$ cat src/rtl/simon_pkg.sv
// simon 64/128 shared types, constants and round functions
`timescale 1ns / 1ps
`default_nettype none

package simon_pkg;

    localparam int WORD_BITS  = 32;
    localparam int BLOCK_BITS = 2 * WORD_BITS;
    localparam int KEY_BITS   = 128;
    localparam int KEY_WORDS  = 4;
    localparam int ROUNDS     = 44;
    localparam int RK_AW      = $clog2(ROUNDS);
    localparam int Z_LEN      = 62;
    localparam int Z_AW       = $clog2(Z_LEN);
    localparam int APB_AW     = 4;
    localparam int APB_DW     = 64;

    // sequence z3, first element in the msb
    localparam logic [Z_LEN-1:0] Z_SEQ =
        62'b1101101110_1011000110_0101111000_0001001000_1010011100_1101000011_11;

    typedef logic [WORD_BITS-1:0] word_t;
    typedef logic [RK_AW-1:0]     rk_addr_t;

    typedef enum logic
    {
        REG_KEY_LOW  = 1'b0,
        REG_KEY_HIGH = 1'b1
    } reg_idx_t;

    typedef struct packed
    {
        logic     en;
        rk_addr_t addr;
        word_t    data;
    } rk_wr_t;

    function automatic word_t rotl(word_t x, int unsigned s);
        return (x << s) | (x >> (WORD_BITS - s));
    endfunction

    function automatic word_t rotr(word_t x, int unsigned s);
        return (x >> s) | (x << (WORD_BITS - s));
    endfunction

    function automatic word_t round_f(word_t l);
        return (rotl(l, 1) & rotl(l, 8)) ^ rotl(l, 2);
    endfunction

    function automatic word_t key_step(word_t w0, word_t w1, word_t w3, logic z);
        word_t t;
        t = rotr(w3, 3) ^ w1;
        t = t ^ rotr(t, 1);
        return w0 ^ t ^ {{(WORD_BITS-1){1'b0}}, z} ^ ~word_t'(3);
    endfunction

endpackage

`default_nettype wire

$ cat src/rtl/simon_key_expand.sv
// key schedule sequencer, writes one round key per cycle into the key memory
`timescale 1ns / 1ps
`default_nettype none

module simon_key_expand
(
    input  wire logic                          clk,
    input  wire logic                          rst_n,
    input  wire logic                          start,
    input  wire logic [simon_pkg::KEY_BITS-1:0] key,
    output simon_pkg::rk_wr_t                  rk_wr,
    output logic                               busy
);

    logic                                          busy_reg;
    simon_pkg::rk_addr_t                           idx_reg;
    logic [simon_pkg::Z_AW-1:0]                    zidx_reg;
    simon_pkg::word_t                              win_reg [simon_pkg::KEY_WORDS];
    logic [simon_pkg::KEY_WORDS-1:0][simon_pkg::WORD_BITS-1:0] key_words;
    logic                                          is_key_word;
    logic                                          z_bit;
    simon_pkg::word_t                              word_next;

    assign key_words   = key;
    assign is_key_word = idx_reg < simon_pkg::RK_AW'(simon_pkg::KEY_WORDS);
    assign z_bit       = simon_pkg::Z_SEQ[simon_pkg::Z_AW'(simon_pkg::Z_LEN - 1) - zidx_reg];

    always_comb
    begin
        if (is_key_word)
        begin
            word_next = key_words[idx_reg[1:0]];
        end
        else
        begin
            word_next = simon_pkg::key_step(win_reg[0], win_reg[1], win_reg[3], z_bit);
        end
    end

    assign rk_wr.en   = busy_reg && !start;
    assign rk_wr.addr = idx_reg;
    assign rk_wr.data = word_next;
    assign busy       = busy_reg;

    always_ff @(posedge clk or negedge rst_n)
    begin
        if (!rst_n)
        begin
            busy_reg <= 1'b1;
            idx_reg  <= '0;
            zidx_reg <= '0;
        end
        else if (start)
        begin
            busy_reg <= 1'b1;
            idx_reg  <= '0;
            zidx_reg <= '0;
        end
        else if (busy_reg)
        begin
            if (idx_reg == simon_pkg::RK_AW'(simon_pkg::ROUNDS - 1))
            begin
                busy_reg <= 1'b0;
            end
            idx_reg <= idx_reg + 1'b1;
            if (!is_key_word)
            begin
                zidx_reg <= (zidx_reg == simon_pkg::Z_AW'(simon_pkg::Z_LEN - 1))
                            ? '0 : zidx_reg + 1'b1;
            end
        end
    end

    // window of the last four schedule words
    always_ff @(posedge clk)
    begin
        if (busy_reg && !start)
        begin
            win_reg[0] <= win_reg[1];
            win_reg[1] <= win_reg[2];
            win_reg[2] <= win_reg[3];
            win_reg[3] <= word_next;
        end
    end

endmodule

`default_nettype wire

$ cat src/rtl/simon_encrypt_core.sv
// round key memory, feistel round loop and output register
`timescale 1ns / 1ps
`default_nettype none

module simon_encrypt_core
(
    input  wire logic                            clk,
    input  wire logic                            rst_n,
    input  wire simon_pkg::rk_wr_t               rk_wr,
    input  wire logic                            ks_busy,
    input  wire logic                            plaintext_valid,
    output logic                                 plaintext_stall,
    input  wire logic [simon_pkg::BLOCK_BITS-1:0] plaintext,
    output logic                                 ciphertext_valid,
    input  wire logic                            ciphertext_stall,
    output logic [simon_pkg::BLOCK_BITS-1:0]     ciphertext
);

    typedef enum logic [1:0]
    {
        ST_IDLE,
        ST_RUN,
        ST_HOLD
    } state_t;

    state_t                                  state_reg;
    simon_pkg::rk_addr_t                     cnt_reg;
    simon_pkg::word_t                        l_reg;
    simon_pkg::word_t                        r_reg;
    logic                                    out_valid_reg;
    logic [simon_pkg::BLOCK_BITS-1:0]        ct_reg;
    simon_pkg::word_t                        rk_mem [simon_pkg::ROUNDS];
    simon_pkg::word_t                        rk_q;
    simon_pkg::rk_addr_t                     rd_addr;
    simon_pkg::word_t                        l_next;
    logic                                    last_round;
    logic                                    in_take;
    logic                                    slot_free;
    logic                                    ct_load;

    assign plaintext_stall  = (state_reg != ST_IDLE) || ks_busy;
    assign in_take          = plaintext_valid && !plaintext_stall;
    assign slot_free        = !out_valid_reg || !ciphertext_stall;
    assign last_round       = cnt_reg == simon_pkg::RK_AW'(simon_pkg::ROUNDS - 1);
    assign l_next           = r_reg ^ simon_pkg::round_f(l_reg) ^ rk_q;
    assign ct_load          = slot_free
                              && ((state_reg == ST_RUN && last_round) || state_reg == ST_HOLD);
    assign ciphertext_valid = out_valid_reg;
    assign ciphertext       = ct_reg;

    always_comb
    begin
        if (state_reg == ST_RUN && !last_round)
        begin
            rd_addr = cnt_reg + 1'b1;
        end
        else
        begin
            rd_addr = '0;
        end
    end

    always_ff @(posedge clk)
    begin
        if (rk_wr.en)
        begin
            rk_mem[rk_wr.addr] <= rk_wr.data;
        end
        rk_q <= rk_mem[rd_addr];
    end

    always_ff @(posedge clk or negedge rst_n)
    begin
        if (!rst_n)
        begin
            state_reg     <= ST_IDLE;
            cnt_reg       <= '0;
            out_valid_reg <= 1'b0;
            l_reg         <= '0;
            r_reg         <= '0;
            ct_reg        <= '0;
        end
        else
        begin
            if (ct_load)
            begin
                out_valid_reg <= 1'b1;
            end
            else if (!ciphertext_stall)
            begin
                out_valid_reg <= 1'b0;
            end
            unique case (state_reg)
                ST_IDLE:
                begin
                    if (in_take)
                    begin
                        l_reg     <= plaintext[simon_pkg::BLOCK_BITS-1:simon_pkg::WORD_BITS];
                        r_reg     <= plaintext[simon_pkg::WORD_BITS-1:0];
                        cnt_reg   <= '0;
                        state_reg <= ST_RUN;
                    end
                end
                ST_RUN:
                begin
                    if (last_round && slot_free)
                    begin
                        ct_reg    <= {l_next, l_reg};
                        state_reg <= ST_IDLE;
                    end
                    else
                    begin
                        l_reg   <= l_next;
                        r_reg   <= l_reg;
                        cnt_reg <= cnt_reg + 1'b1;
                        if (last_round)
                        begin
                            state_reg <= ST_HOLD;
                        end
                    end
                end
                ST_HOLD:
                begin
                    if (slot_free)
                    begin
                        ct_reg    <= {l_reg, r_reg};
                        state_reg <= ST_IDLE;
                    end
                end
                default:
                begin
                    state_reg <= ST_IDLE;
                end
            endcase
        end
    end

endmodule

`default_nettype wire

$ cat src/rtl/simon_64_128_block_encrypt_unit.sv
// simon 64/128 block encryption unit top level with apb key registers
//
// plaintext channel: plaintext_valid / plaintext_stall / plaintext, a transfer
// happens on a clock edge with valid high and stall low. ciphertext channel
// works the same way with ciphertext_stall driven by the receiver.
// the key is written through apb: key_low at byte address 0, key_high at 8.
// every key write, and reset, starts the key schedule, which writes the 44
// round keys into the key memory one per cycle; plaintext_stall stays high
// until it is done. after reset the schedule of the all-zero key is loaded.
// one block runs 44 rounds, one round per cycle with one key memory read
// per round, and plaintext_stall stays high while a block runs, so a new
// block is taken only after the last one has finished. the result sits in
// an output register, so the next block is taken while a result waits;
// if the receiver stalls past the end of that block, the core holds it
// and waits.
`timescale 1ns / 1ps
`default_nettype none

module simon_64_128_block_encrypt_unit
(
    input  wire logic                            clk,
    input  wire logic                            rst_n,
    input  wire logic                            psel,
    input  wire logic                            penable,
    input  wire logic                            pwrite,
    input  wire logic [simon_pkg::APB_AW-1:0]    paddr,
    input  wire logic [simon_pkg::APB_DW-1:0]    pwdata,
    output logic [simon_pkg::APB_DW-1:0]         prdata,
    output logic                                 pready,
    input  wire logic                            plaintext_valid,
    output logic                                 plaintext_stall,
    input  wire logic [simon_pkg::BLOCK_BITS-1:0] plaintext,
    output logic                                 ciphertext_valid,
    input  wire logic                            ciphertext_stall,
    output logic [simon_pkg::BLOCK_BITS-1:0]     ciphertext
);

    logic [simon_pkg::APB_DW-1:0] key_low_reg;
    logic [simon_pkg::APB_DW-1:0] key_high_reg;
    logic                         cfg_wr;
    simon_pkg::reg_idx_t          reg_idx;
    simon_pkg::rk_wr_t            rk_wr;
    logic                         ks_busy;

    assign pready  = 1'b1;
    assign cfg_wr  = psel && penable && pwrite;
    assign reg_idx = simon_pkg::reg_idx_t'(paddr[3]);

    always_comb
    begin
        unique case (reg_idx)
            simon_pkg::REG_KEY_LOW:  prdata = key_low_reg;
            simon_pkg::REG_KEY_HIGH: prdata = key_high_reg;
            default:                 prdata = '0;
        endcase
    end

    always_ff @(posedge clk or negedge rst_n)
    begin
        if (!rst_n)
        begin
            key_low_reg  <= '0;
            key_high_reg <= '0;
        end
        else if (cfg_wr)
        begin
            unique case (reg_idx)
                simon_pkg::REG_KEY_LOW:  key_low_reg  <= pwdata;
                simon_pkg::REG_KEY_HIGH: key_high_reg <= pwdata;
                default:                 key_low_reg  <= key_low_reg;
            endcase
        end
    end

    simon_key_expand u_key_expand
    (
        .clk   (clk),
        .rst_n (rst_n),
        .start (cfg_wr),
        .key   ({key_high_reg, key_low_reg}),
        .rk_wr (rk_wr),
        .busy  (ks_busy)
    );

    simon_encrypt_core u_encrypt_core
    (
        .clk              (clk),
        .rst_n            (rst_n),
        .rk_wr            (rk_wr),
        .ks_busy          (ks_busy),
        .plaintext_valid  (plaintext_valid),
        .plaintext_stall  (plaintext_stall),
        .plaintext        (plaintext),
        .ciphertext_valid (ciphertext_valid),
        .ciphertext_stall (ciphertext_stall),
        .ciphertext       (ciphertext)
    );

endmodule

`default_nettype wire
$ cat config.mk
export PLATFORM = sky130hd
export DESIGN_NAME = simon_64_128_block_encrypt_unit
export DESIGN_NICKNAME = d
export VERILOG_FILES = /design/src/rtl/simon_pkg.sv /design/src/rtl/simon_key_expand.sv /design/src/rtl/simon_encrypt_core.sv /design/src/rtl/simon_64_128_block_encrypt_unit.sv
export SDC_FILE = /design/constraint.sdc
export NUM_CORES = 2
export LEC_CHECK = 0
export BUFFER_PORTS_ARGS = -buffer_cell sky130_fd_sc_hd__buf_2
export CORE_MARGIN = 1.5
export CORE_UTILIZATION = 65
export CTS_BUF_LIST = sky130_fd_sc_hd__clkbuf_4 sky130_fd_sc_hd__clkbuf_8
export DETAILED_ROUTE_END_ITERATION = 7
export GPL_TIMING_DRIVEN = 1
export PLACE_DENSITY = 0.83
export SETUP_SLACK_MARGIN = 0.15
export SLEW_MARGIN = 20
export SYNTH_ARGS = -nofsm -noshare
export SYNTH_HDL_FRONTEND = slang
export SYNTH_SLANG_ARGS = --single-unit
$ cat constraint.sdc
create_clock -name clk -period 12.8 [get_ports clk]
set_input_delay 2.56 -clock clk [delete_from_list [all_inputs] [get_ports clk]]
set_output_delay 2.56 -clock clk [all_outputs]
set_load 0.005 [all_outputs]
# --- Word level (Yosys, flattened, before mapping) ---
# Memory sizes are Yosys's and may differ from the RTL's. A register that Yosys moved wholly into a read port is not among the register bits.
# Index checks and enable logic that the tools add are counted.
word_totals:
  reg_bits: 278
  ramBits: 1536
  mem_bits_ro: 64
  inputBits: 139
  output_inout_bits: 131
  elab_cells: 111
  memories: 3
classes:
  add_sub_neg: 4
  order_cmp: 3
  n_eq_ne: 12
  mux: 36
  bitwise: 15
  reduce_logical: 27
mem_list:
  columns: ["name", "depth", "width", "read_ports", "rd_ports_with_merged_regs", "wr", "line", "text"]
  rows:
  - ["u_encrypt_core.rk_mem", 44, 32, 1, 1, 1, "simon_encrypt_core.sv:32", "simon_pkg::word_t rk_mem [simon_pkg::ROUNDS];"]
  - ["u_key_expand.win_reg", 4, 32, 4, 0, 4, "simon_key_expand.sv:18", "simon_pkg::word_t win_reg [simon_pkg::KEY_WORDS];"]
  - ["(name not given)", 64, 1, 1, 0, 0, "simon_key_expand.sv:26", "assign z_bit = simon_pkg::Z_SEQ[simon_pkg::Z_AW'(simon_pkg::Z_LEN - 1) - zidx_reg];"]
ops:
  columns: ["op", "count"]
  rows:
  - ["$pmux W64 S2", 2]
  - ["$mux W32", 6]
  - ["$xor A32 B32 Y32", 6]
  - ["$mux W64", 2]
  - ["$pmux W32 S2", 2]
  - ["$bmux W32 S2", 1]
  - ["$mux W6", 9]
  - ["$and A32 B32 Y32", 1]
  - ["$or A29 B32 Y32", 1]
  - ["$or A31 B32 Y32", 1]
  - ["$or A32 B1 Y32", 1]
  - ["$or A32 B2 Y32", 1]
  - ["$or A32 B8 Y32", 1]
  - ["$xor A32 B1 Y32", 1]
  - ["$not A30 Y30", 1]
  - ["$add A6 B1 Y6 const B", 3]
  - ["$eq A6 B6 Y1 const B", 3]
  - ["$pmux W6 S2", 1]
  - ["$reduce_and A3 Y1", 3]
  - ["$logic_and A1 B1 Y1", 8]
  - ["$mux W1", 8]
  - ["$mux W2", 4]
  - ["$ne A2 B1 Y1 const B", 4]
  - ["$reduce_bool A2 Y1", 4]
  - ["14 further kinds", 23]

# --- Longest topological paths before layout ---
# An unclocked memory read counts as a cell.
depth:
  ltp_word: 9
  depth_mapped: 12
  depth_no_buf: 7

# --- Cells and area by module ---
# Synthesis repeated with hierarchy kept, for this count alone.
unflattened:
  cells_unflattened: 5127
  area_unflattened_um2: 77436.8
by_module_without_submodules:
  columns: ["module", "n_inst", "cells_per_inst", "area_each_um2", "seq_area_each_um2"]
  rows:
  - ["simon_encrypt_core", 1, 4345, 64818.4, 46349.5]
  - ["simon_key_expand", 1, 437, 6791.5, 4170.2]
  - ["simon_64_128_block_encrypt_unit", 1, 345, 5826.8, 3203.1]

# --- Worst setup path after synthesis ---
# OpenSTA, ideal clock, no wires.
synth_timing:
  kind: "input to register"
  from: "input psel"
  to: "memory u_key_expand.win_reg[0][0] in the netlist's numbering, enable pin"
  setup_time_ns: 0.503
  arrival_time_ns: 5.695
  path_slack_ns: 6.602
  stages: 2
  n_path_buf: 0
  cell_sequence: "nand3_1 > and2_1"
synth_rtl:
  columns: ["element", "line", "text"]
  rows:
  - ["start, declared", "simon_64_128_block_encrypt_unit.sv:23", "input wire logic psel,"]
  - ["end, declared", "simon_key_expand.sv:18", null]

# --- Worst setup path after layout ---
layout_timing:
  from: "input paddr[3] in the netlist's numbering"
  to: "output prdata[52] in the netlist's numbering"
layout_via:
  elab_chain_cells: 2
layout_lines:
  columns: ["element", "line", "text"]
  rows:
  - ["start, declared", "simon_64_128_block_encrypt_unit.sv:26", "input wire logic [simon_pkg::APB_AW-1:0] paddr,"]
  - ["$not A1 Y1 (no line)", null, null]
  - ["$pmux W64 S2 (*)", "simon_64_128_block_encrypt_unit.sv:51", "unique case (reg_idx)"]
  - ["end, declared", "simon_64_128_block_encrypt_unit.sv:28", "output logic [simon_pkg::APB_DW-1:0] prdata,"]
# Every way passes the cells marked *; elsewhere a longest branch is shown, timed or not.

==> flow_summary.yaml <==
outcome:
  outcome: "completed"
timing:
  fin_crit_ns: 6.561
  worstMarginPinSlew_ns: 1.160
  fmax_ghz: 0.1524
  hold_violations: 0
  period_share_pct: 51.26
  slew_violations: 0
  setup_viol: 0
  rsz0062_at_grt: "false"
  fin_worst_skew_ns: 0.05606
  max_slew_margin_pct: 22.48
  fin_tns_setup_ns: 0
floorplan:
  die_h_um: 347.6
  rows: 126
  io_pins: 270
  core_sq_um: 117900
  dieArea_sq_um: 120800
  fp.dieW_um: 347.6
  initial_utilization_pct: 65.47
logic_synthesis:
  synth.distinct_cells: 56
  yosys.area_share.xor_xnor_pct: 2.326
  synth_compound_area_share_pct: 11.13
  synthFlopType: "edfxtp_1"
  ys_seq_elements: 1846
  synthSimpleGateAreaFrac_pct: 2.857
  async_flop_share_pct: 15.06
  synthAdderAreaFrac_pct: 0.1459
  yosys_warnings: 0
  synth-edff-count: 1536
  syn_inst: 5265
  synth_nets: 5413
  netlist_area_sq_um: 77200
  synth.yosys.seq_area_share_pct: 69.59
  muxShareOfSynthArea_pct: 10.72
  synth_area_per_cell_sq_um: 14.66
  synth_top_family_by_area: "compound AO/OA/AOI/OAI gates"
place:
  gp_congestion: 0.8429
  numPortBuffers: 265
  hpwl_um: 112800
flow_run:
  cap_violations: 0
layout:
  seqCellArea_sq_um: 53730
  fillers: 6776
  fin_nets: 5701
  largest_register_ffs: 1408
  syn_to_final_growth_pct: 12.53
  multiInputGateArea_sq_um: 21790
  drive_gt1_share_pct: 24.58
clock_tree:
  hold_buffers: 0
  cts_tree: "done"
  cts.htree.levels: 5
  clk_pin_slew_ns: 0.06
  cts_root_buf: "clkbuf_8"
  post_cts_buffers: 0
  clk_path_buf_depth: 4
  cts_made_buffers: 303
  insertion_delay_ns: 1.01
  cts.sink_count: 1846
  cts_resized: 0
power_and_ir_drop:
  power_density_nw_per_um2: 280.2
  power_mw: 24.34
  irDropWorstVdd_uv: 315.8
  leakage_nw: 30.55
critical_path:
  required_ns: 10.24
  path_class: "in2out"
  cp_data_arrival_time_ns: 4.00
  crit_path_end_kind: "output pin"
  worst_setup_path_start_kind: "input port"
  crit_fanout: 66
global_routing:
  grt_pass1_vias: 49210
  grt_max_degree: 153
  grt_antenna_before_repair: 12
  gr-total-overflow: 0
  grt_util_all_layers_pct: 34.06
  grt_pass1_wl_um: 304700
route:
  wl_per_cell_um: 28.62
  ant_nets: 0
  routed_via_density: 6.794
  dr_total_vias: 49750
  drcViolationCount: 0
  totalWireLength_um: 209600
  drt-pass1-iter-count: 8
  drtIter0Drc: 6986
hold_path:
  hp-class: "reg2reg"
==> final cells by class <==
| class | instances | share of cell area, % |
|---|---|---|
| diodes | 10 | 0.02881 |
| clock buffers | 443 | 6.205 |
| clock inverters | 86 | 0.5027 |
| inverters | 204 | 0.8814 |
| multi-input cells | 2797 | 25.09 |
| flip-flops and latches | 1846 | 61.85 |
| well taps | 1536 | 2.212 |
| repair buffers | 401 | 3.231 |
==> cells by family after synthesis <==
kind of cell,Yosys count
simple gates,546
flops,1846
buf+inv,622
fa+ha+maj,9
compound gates,1303
mux,733
xor+xnor,205
other cells,1
==> worst max-delay path: stages <==
cell and delay (ns):
buf_2 0.07, buf_4 0.73, mux2_2 0.45, buf_2 0.15
==> placed cells by master, fill, tap and decap left out, types with 33 or more instances in the layout <==
cell type / n
dfrtp_1: 272
xnor2_1: 167
clkbuf_4: 113
clkbuf_8: 330
a211oi_1: 447
mux4_2: 35
o32ai_1: 54
o221ai_1: 71
mux2_2: 400
buf_2: 264
nor2_4: 45
a21oi_1: 181
o21ai_0: 347
nor2_1: 111
nand2_1: 313
edfxtp_1: 1536
nand3_1: 34
inv_1: 204
a221oi_1: 49
clkinv_1: 49
mux2i_1: 298
xor2_1: 38
a21oi_4: 33
buf_4: 112
==> layer usage <==
| layer | vias up | track usage, % | share of wire, % |
|---|---|---|---|
| met1 | 24450 | 44.79 | 35 |
| met4 | 2 | 17.65 | 5.1 |
| met2 | 3892 | 53.13 | 47 |
| met5 | - | 0 | 0.0062 |
| met3 | 663 | 8.480 | 13 |
| li1 | 20750 | - | - |
==> where the power goes <==
| group | switching [mW] | leakage, nW | internal (mW) |
|---|---|---|---|
| clock | 2.30 | 3.12 | 2.73 |
| combinational | 5.63 | 9.88 | 2.67 |
| sequential | 0.754 | 17.5 | 10.3 |
| total | 8.68 | 30.6 | 15.7 |
==> per-stage QoR <==
stage	hold WS, ns	setup slack [ns]	cells	instance area [sq um]	util [%]
floorplan	0.4003	6.602	5265	77200	-
global placement	0.4012	6.253	6763	80440	68.21
detailed placement	0.4045	6.250	6763	80440	68.21
CTS	0.3770	6.256	7292	86270	73.15
global route	0.3863	6.190	7318	86860	73.66
finish	0.3781	6.239	7323	86870	73.67
==> worst paths after layout <==
check | from | endpoint | slack [ns] | cells past startpoint
worst max register to register | u_encrypt_core.cnt_reg[0] | u_encrypt_core.rk_q[12] | 7.03 | 9
min in group asynchronous | rst_n | u_encrypt_core.r_reg[5] | 1.56 | 1
worst min register to register | u_key_expand.win_reg[2][18] | u_key_expand.win_reg[1][18] | 0.38 | 0
max in group asynchronous | rst_n | key_low_reg[18] | 9.25 | 3
worst max-delay path | paddr[3] | prdata[52] | 6.24 | 4
worst min-delay path | u_key_expand.win_reg[2][18] | u_key_expand.win_reg[1][18] | 0.38 | 0
==> cells in the mapped netlist, drive strengths merged, types with 22 or more instances <==
cell type | instances | area [sq um]
nand2 | 315 | 1182
nand3 | 34 | 170.2
xnor2 | 167 | 1463
mux4 | 35 | 788.3
a21oi | 214 | 1082
inv | 204 | 765.7
a311oi | 22 | 192.7
dfrtp | 277 | 6932
clkbuf | 298 | 1119
mux2i | 298 | 2983
o221ai | 71 | 621.9
edfxtp | 1536 | 46120
a211oi | 448 | 3368
o32ai | 54 | 473.0
nor2 | 156 | 585.6
a21o | 35 | 262.8
o21ai | 348 | 1742
xor2 | 38 | 332.8
o22ai | 26 | 162.7
mux2 | 400 | 4504
buf | 120 | 604.3
a221oi | 49 | 429.2
dfxtp | 32 | 640.6
Note: power is estimated with default switching activity, not from simulation.
